### src/design/imugd_pkg.sv
// ----------------------------------------------------------------------------
// imugd_pkg
// Shared types, constants and rounding helpers for the gradient-descent
// orientation filter.
// ----------------------------------------------------------------------------
package imugd_pkg;

  localparam int QUAT_FRAC_BITS_DEF = 30;
  localparam int QW                 = 32;
  localparam int CFG_ADDR_W         = 2;
  localparam int CFG_DATA_W         = 32;

  localparam logic [CFG_ADDR_W-1:0] REG_GAIN_BETA     = 2'd0;
  localparam logic [CFG_ADDR_W-1:0] REG_SAMPLE_PERIOD = 2'd1;

  localparam logic [31:0] GAIN_BETA_RST     = 32'd26843546;
  localparam logic [31:0] SAMPLE_PERIOD_RST = 32'd4294967;

  localparam logic signed [67:0] ONE_Q30 = 68'sd1073741824;

  typedef logic [3:0][63:0] vec4_t;
  typedef logic [3:0][31:0] quat_t;

  typedef struct packed {
    logic done;
    logic ok;
  } ut_stat_t;

  typedef enum logic [2:0] {
    U_IDLE,
    U_SCALE,
    U_SQ,
    U_ROOT,
    U_DSET,
    U_DIV,
    U_DONE
  } ut_state_t;

  typedef enum logic [3:0] {
    S_IDLE,
    S_ACC_GO,
    S_ACC_WAIT,
    S_MAC,
    S_GRAD_GO,
    S_GRAD_WAIT,
    S_NQ_GO,
    S_NQ_WAIT,
    S_OUT
  } gd_state_t;

  function automatic logic [63:0] mag64(input logic [63:0] v);
    return v[63] ? (64'd0 - v) : v;
  endfunction

  // right shift rounding half away from zero
  function automatic logic signed [67:0] rsr68(input logic signed [67:0] v,
                                               input int unsigned n);
    logic [67:0] m;
    logic [67:0] half;
    m    = v[67] ? (68'd0 - v) : v;
    half = (n == 0) ? 68'd0 : (68'd1 << (n - 1));
    m    = (m + half) >> n;
    return v[67] ? $signed(68'd0 - m) : $signed(m);
  endfunction

endpackage

### src/design/imugd_unitize.sv
// ----------------------------------------------------------------------------
// imugd_unitize
// Normalizes a 4-vector to q30 unit length: scale search, sum of squares,
// bit-pair square root and restoring divide, one step per cycle.
// ----------------------------------------------------------------------------
module imugd_unitize (
  input  logic                clk,
  input  logic                rst_n,
  input  logic                start,
  input  imugd_pkg::vec4_t    vec_in,
  output imugd_pkg::quat_t    un,
  output imugd_pkg::ut_stat_t stat
);
  import imugd_pkg::*;

  ut_state_t   ust_r, ust_nxt;
  logic [63:0] mag_r [4];
  logic        neg_r [4];
  logic [63:0] m_r;
  logic [5:0]  rsh_r, lsh_r;
  logic [63:0] sum_r;
  logic [28:0] s_r [4];
  logic [1:0]  k_r;
  logic [63:0] x_r, res_r, bit_r;
  logic [31:0] n_r;
  logic [31:0] rem_r;
  logic [30:0] num_r;
  logic [30:0] quo_r;
  logic [4:0]  cnt_r;
  logic [31:0] un_r [4];
  logic        ok_r;

  logic [63:0] vm [4];
  logic [63:0] vmax;
  logic [28:0] s_cur;
  logic [57:0] sq;
  logic [63:0] t_root;
  logic        ge_root;
  logic [63:0] res_nxt;
  logic [59:0] numer;
  logic [31:0] rem2;
  logic        ge_div;
  logic [30:0] quo_nxt;

  always_comb begin
    vmax = 64'd0;
    for (int k = 0; k < 4; k++) begin
      vm[k] = mag64(vec_in[k]);
      if (vm[k] > vmax) vmax = vm[k];
    end
  end

  assign s_cur   = 29'((mag_r[k_r] >> rsh_r) << lsh_r);
  assign sq      = 58'(s_cur) * 58'(s_cur);
  assign t_root  = res_r + bit_r;
  assign ge_root = x_r >= t_root;
  assign res_nxt = ge_root ? ((res_r >> 1) + bit_r) : (res_r >> 1);
  assign numer   = {s_r[k_r], 30'd0} + 60'(n_r >> 1);
  assign rem2    = {rem_r[30:0], num_r[30]};
  assign ge_div  = rem2 >= n_r;
  assign quo_nxt = {quo_r[29:0], ge_div};

  always_comb begin
    ust_nxt = ust_r;
    unique case (ust_r)
      U_IDLE:  if (start) ust_nxt = (vmax == 64'd0) ? U_DONE : U_SCALE;
      U_SCALE: if (m_r < 64'h2000_0000 && m_r >= 64'h1000_0000) ust_nxt = U_SQ;
      U_SQ:    if (k_r == 2'd3) ust_nxt = U_ROOT;
      U_ROOT:  if (bit_r == 64'd1) ust_nxt = U_DSET;
      U_DSET:  ust_nxt = U_DIV;
      U_DIV:   if (cnt_r == 5'd0) ust_nxt = (k_r == 2'd3) ? U_DONE : U_DSET;
      U_DONE:  ust_nxt = U_IDLE;
      default: ust_nxt = U_IDLE;
    endcase
  end

  always_comb begin
    stat.done = (ust_r == U_DONE);
    stat.ok   = ok_r;
    for (int k = 0; k < 4; k++) un[k] = un_r[k];
  end

  always_ff @(posedge clk) begin
    if (!rst_n) begin
      ust_r <= U_IDLE;
      ok_r  <= 1'b0;
    end else begin
      ust_r <= ust_nxt;
      unique case (ust_r)
        U_IDLE: begin
          if (start) begin
            for (int k = 0; k < 4; k++) begin
              mag_r[k] <= vm[k];
              neg_r[k] <= vec_in[k][63];
            end
            m_r   <= vmax;
            rsh_r <= 6'd0;
            lsh_r <= 6'd0;
            ok_r  <= (vmax != 64'd0);
          end
        end
        U_SCALE: begin
          if (m_r >= 64'h2000_0000) begin
            m_r   <= m_r >> 1;
            rsh_r <= rsh_r + 6'd1;
          end else if (m_r < 64'h1000_0000) begin
            m_r   <= m_r << 1;
            lsh_r <= lsh_r + 6'd1;
          end else begin
            k_r   <= 2'd0;
            sum_r <= 64'd0;
          end
        end
        U_SQ: begin
          s_r[k_r] <= s_cur;
          sum_r    <= sum_r + 64'(sq);
          k_r      <= k_r + 2'd1;
          if (k_r == 2'd3) begin
            x_r   <= sum_r + 64'(sq);
            res_r <= 64'd0;
            bit_r <= 64'd1 << 62;
          end
        end
        U_ROOT: begin
          if (ge_root) x_r <= x_r - t_root;
          res_r <= res_nxt;
          bit_r <= bit_r >> 2;
          if (bit_r == 64'd1) begin
            n_r <= res_nxt[31:0];
            k_r <= 2'd0;
          end
        end
        U_DSET: begin
          rem_r <= 32'(numer >> 31);
          num_r <= numer[30:0];
          quo_r <= 31'd0;
          cnt_r <= 5'd30;
        end
        U_DIV: begin
          rem_r <= ge_div ? (rem2 - n_r) : rem2;
          num_r <= num_r << 1;
          quo_r <= quo_nxt;
          cnt_r <= cnt_r - 5'd1;
          if (cnt_r == 5'd0) begin
            un_r[k_r] <= neg_r[k_r] ? (32'd0 - {1'b0, quo_nxt}) : {1'b0, quo_nxt};
            k_r       <= k_r + 2'd1;
          end
        end
        U_DONE: ;
        default: ;
      endcase
    end
  end

endmodule
### config.mk
export PLATFORM = sky130hd
export DESIGN_NAME = imugd_unitize
export DESIGN_NICKNAME = d
export VERILOG_FILES = /design/src/design/imugd_pkg.sv /design/src/design/imugd_unitize.sv
export SDC_FILE = /design/constraint.sdc
export NUM_CORES = 2
export LEC_CHECK = 0
export BUFFER_PORTS_ARGS = -buffer_cell sky130_fd_sc_hd__buf_2
export CORE_UTILIZATION = 55
export DETAILED_ROUTE_END_ITERATION = 8
export PLACE_DENSITY = 0.72
export SYNTH_ARGS = -nofsm -noshare
export SYNTH_HDL_FRONTEND = slang
export SYNTH_SLANG_ARGS = --single-unit
### constraint.sdc
create_clock -name clk -period 32.1 [get_ports clk]
set_clock_uncertainty 0.2 [all_clocks]
set_input_delay 0 -clock clk [delete_from_list [all_inputs] [get_ports clk]]
set_output_delay 0 -clock clk [all_outputs]
set_load 0.05 [all_outputs]
# == Yosys cells after proc, flatten, opt, wreduce, memory -nomap -nowiden ==
# Memories as Yosys holds them, arrays and structs flattened. A register that Yosys moved wholly into a read port is not among the register bits.
# Cells that the tools add are included.
# classes
n_addsub,15
n_mul,1
n_lt_le_gt_ge,10
n_eq_ne,19
shifts,2
mux,62
n_reduce_logical,21
# ops
operator,count
$mux W64,18
$pmux W64 S2,5
$sub A1 B64 Y64 const A,4
$gt A64 B64 Y1,3
$pmux W31 S2,2
$add A63 B64 Y64,1
$add A64 B58 Y64,1
$add A64 B64 Y64,1
$eq A64 B1 Y1 const B,1
$ge A64 B29 Y1 const B,1
$ge A64 B30 Y1 const B,1
$ge A64 B64 Y1,1
$gt A64 B1 Y1 const B,1
$logic_not A64 Y1,1
$lt A64 B29 Y1 const B,1
$lt A64 B30 Y1 const B,1
$reduce_bool A64 Y1,1
$shl A64 B6 Y29,1
$shr A64 B6 Y64,1
$sub A64 B64 Y64,1
$add A59 B31 Y60,1
$pmux W30 S2,1
$mul A29 B29 Y58,1
$ge A32 B32 Y1,1
31 further kinds,79
# totals
reg_bits,467
ramBits,504
in_bits,259
out_inout_bits,130
memories,4
# memory_table
memory,depth,word_bits,read_ports,rd_clocked_by_memory_dff,write_ports,line,text
mag_r,4,64,1,1,4,imugd_unitize.sv:17,logic [63:0] mag_r [4];
un_r,4,32,4,0,1,imugd_unitize.sv:30,logic [31:0] un_r [4];
s_r,4,29,1,1,1,imugd_unitize.sv:22,logic [28:0] s_r [4];
neg_r,4,1,1,1,4,imugd_unitize.sv:18,logic neg_r [4];

# == Logic depth before layout (Yosys ltp) ==
# depth
word_depth,14
ltp_mapped,64

# == Least setup slack after synthesis ==
# Ideal clock, no wire load.
# synth_timing
path_kind,register -> register
startpoint,register ust_r[2]
endpoint,memory mag_r[0][0] (enable)
setup_time_ns,0.886
arrival_time_ns,11.655
setup_slack_ns,19.359
stages_incl_launch_ff,5
path_buffers,1
cell_sequence,dfxtp_1 > clkbuf_1 > nor2_1 > nand2_1 > nor2_1
# synth_rtl
item,line,text
"start, declared",imugd_unitize.sv:16,"ut_state_t ust_r, ust_nxt;"
"start signal, assigned",imugd_unitize.sv:88,ust_r <= ust_nxt;
"end, declared",imugd_unitize.sv:17,

==> results by group <==
Detailed routing
  • Initial DRC Count: ~8,700
  • 1st-pass router iterations: 6
  • Drc violations: 0
  • Routed vias/inst: approximately 6.3
  • WL per Instance: about 27 microns
  • Final WL: about 320 mm
  • Antenna Nets Post-Route: 0
  • Routed vias: ~74,000

STA
  • Fin crit share: 56.05%
  • Final hold vios: 0
  • Final Slew Violations: 19
  • Final setup TNS: 0 ps
  • Worst Hold Slack: 95.18 ps
  • Unrepaired setup endpoints after global routing: no
  • Final setup fails: 0
  • Worst setup margin: approximately 14,000 ps
  • Max Clock Freq: approximately 56 MHz
  • Slew headroom: -11.23%
  • Min cycle time layout: approximately 18,000 ps
  • Worst-Margin Slew: between 1500 and 2000 ps

Pwr
  • PD cells: 121.3 nW/um^2
  • Total power: 12.24 mW
  • VDD IR max: slightly below 0.3 mV
  • LEAKAGE: 42.60 nW

Clocking
  • CTS buffer count: 106
  • CTS resizes: 0
  • Clk pin slew, worst setup/hold paths: ~60 ps
  • Clock buffer depth: 3
  • H-tree depth: 3
  • Clk_lat worst skew: 770 ps
  • TritonCTS clock tree: done
  • Sink Count: around 940
  • Setup bufs post-CTS: 0
  • Root buffer cell: clkbuf_16

Final layout
  • Area growth syn-to-layout: 14.24%
  • Util after Layout: a little under two thirds
  • Fill cells: about 13,000
  • Final net count: between 10,000 and 15,000
  • Share of cells above drive strength 1: 11.04%
  • Fin area: just over 100,000 sq um
  • Post-route non-filler standard cell count: between 10,000 and 15,000

Placement
  • Placed cell area: roughly 93,000 sq um
  • Port Buffers: 388
  • Setup WS pre-CTS: between 15,000 and 20,000 ps
  • Inst Count DP: approximately 11,000
  • Hpwl dp: around 250 mm
  • Placer Congestion: roughly 1.1

Global routing
  • Gr usage total: 39.37%
  • First-pass GRT wire length: 474.1 mm
  • GRT Residual Overflow: 0
  • Vias in the first global route: approximately 74,000
  • Initial antenna violation count: 21
  • Largest net degree at the start of global routing: 95

Logic synthesis
  • Syn_area_per_cell: 10.02 sq um
  • Register bit count reported by yosys: about 940
  • Area leader, netlist: edfxtp_1
  • Cell count after synthesis: around 8,800
  • Ys flop type: edfxtp_1
  • Ys Warns: 0
  • Async S/R FF share, synth: 0%
  • Synth cell types: 91
  • Yosys top cell area share: around a third
  • Post-synthesis sequential area ratio: a little under a third
  • Top post-synthesis cells by area: edfxtp_1 (32%), fa_1 (16%), ha_1 (8.7%)
  • Synth Cell Area: about 88,000 sq um
  • Post-synth EDFFs: 935
  • Syn Nets: just over 10,000

Critical path
  • Critical path data arrival time: roughly 18,000 ps
  • Worst path slowest cell: o21ai_0
  • Worst EP required: between 30,000 and 40,000 ps
  • Worst-path maximum fanout: 55
  • Crit start category: primary input
  • Crit. End Element: register
  • WS Path Type: primary input to register
  • Reg2Reg Setup Slack: 15,060 ps
  • Max stage delay on crit path: between 1000 and 1500 ps

Floorplanning
  • DIE AREA: 162,200 sq um
  • I/O Pins: roughly 390
  • Starting Density: 55.59%
  • Die width: about 400 microns
  • Row Count: approximately 150
  • Die extent in y: about 400 microns
  • Core Region: 158,900 sq um

Flow run
  • Number of max-cap violations: 5

Status
  • Status: finished with violations
  • Failing checks: capacitance limit, slew limit

Hold path
  • Hold Crit Class: primary input to register
-- critical path: cells and delay by family --
kind | cells | cell delay (ps)
muxes | 1 | 150
buffers and inverters | 8 | 3320
and+or+nand+nor | 22 | 8240
AOI/OAI and AO/OA | 17 | 5540
adders and majority gates | 3 | 850
xor gates and xnor gates | 1 | 180
-- final cells by class --
type | instances | area (sq um) | share of cell area [%]
flip-flops and latches | 941 | 28210 | 27.95
inverters | 1026 | 3852 | 3.817
clock inverters | 73 | 815.8 | 0.8083
repair buffers | 996 | 7702 | 7.632
well taps | 2072 | 2592 | 2.569
clock buffers | 119 | 2723 | 2.698
multi-input cells | 6465 | 55000 | 54.49
diodes | 14 | 35.03 | 0.03471
-- flip-flops by register name, indices dropped and copies added (netlist names), named ones only --
register / cells
mag_r: 256
un_r: 128
s_r: 116
m_r: 64
res_r: 64
sum_r: 64
x_r: 64
bit_r: 32
n_r: 32
num_r: 31
rem_r: 31
quo_r: 30
lsh_r: 6
rsh_r: 6
cnt_r: 5
neg_r: 4
ust_r: 3
k_r: 2
ok_r: 1
-- cell usage in the layout, fill, tap and decap left out, types with 85 or more instances in the layout --
master            n
a21oi_1         377
dlygate4sd3_1   478
nand2_1         848
ha_1            612
buf_2           388
and2_1          153
o21ai_0         471
fa_1            710
nand3_1         141
nor3_1          124
a21o_1          155
mux2_2           89
nand2b_1         93
nand4_1         106
inv_1          1014
edfxtp_1        935
buf_4           129
xnor2_1         340
mux4_2          140
mux2i_1         141
o31ai_1          85
nor2_1          670
xor2_1          225
clkbuf_16       107
-- routing by layer --
layer | wire length (microns) | vias up | GRT usage (%) | share of wire, %
met5 | 134 | - | 0.02974 | 0.042
met4 | 24940 | 16 | 25.20 | 7.8
met3 | 33220 | 1242 | 9.362 | 10
met1 | 118200 | 36094 | 49.29 | 37
met2 | 143700 | 4389 | 61.38 | 45
li1 | - | 32212 | - | -
-- what timing repair did --
item | CTS | global route
hold buffers | 478 | 0
hold endpoints to repair | 582 | 0
endpoints found under the setup margin | 0 | 0
-- logic make-up after synthesis --
family                     share of synthesized area [%]
xor gates and xnor gates                           5.601
muxes                                              6.312
adders and majority gates                          24.76
and+or+nand+nor                                    14.05
AOI/OAI and AO/OA                                  11.34
buffers and inverters                              6.029
DFF                                                31.92
-- final timing paths --
kind | depth (start not counted) | to | from
worst max-delay path | 52 | ust_r[0] | vec_in[71]
worst min-delay path | 3 | mag_r[3][46] | vec_in[238]
worst max register to register | 44 | x_r[63] | register
worst min register to register | 2 | num_r[19] | num_r[18]
-- power breakdown --
group | internal (mW) | switching, mW
clock | 0.705 | 0.558
combinational | 3.21 | 5.81
sequential | 1.84 | 0.116
-- cells in the mapped netlist, drive strengths merged (81+ instances only) --
master  instances
a31oi          84
o21ai         479
mux2i         142
or3            85
inv          1018
fa            710
edfxtp        935
and2          161
nand4         107
a21oi         380
nand3         141
xor2          225
clkbuf        304
nand2         851
xnor2         340
nor2          677
nor4           81
ha            612
a21o          156
nand2b         93
nor3          126
mux4          140
mux2           89
o31ai          88
Power figures use the tool's default switching activity.
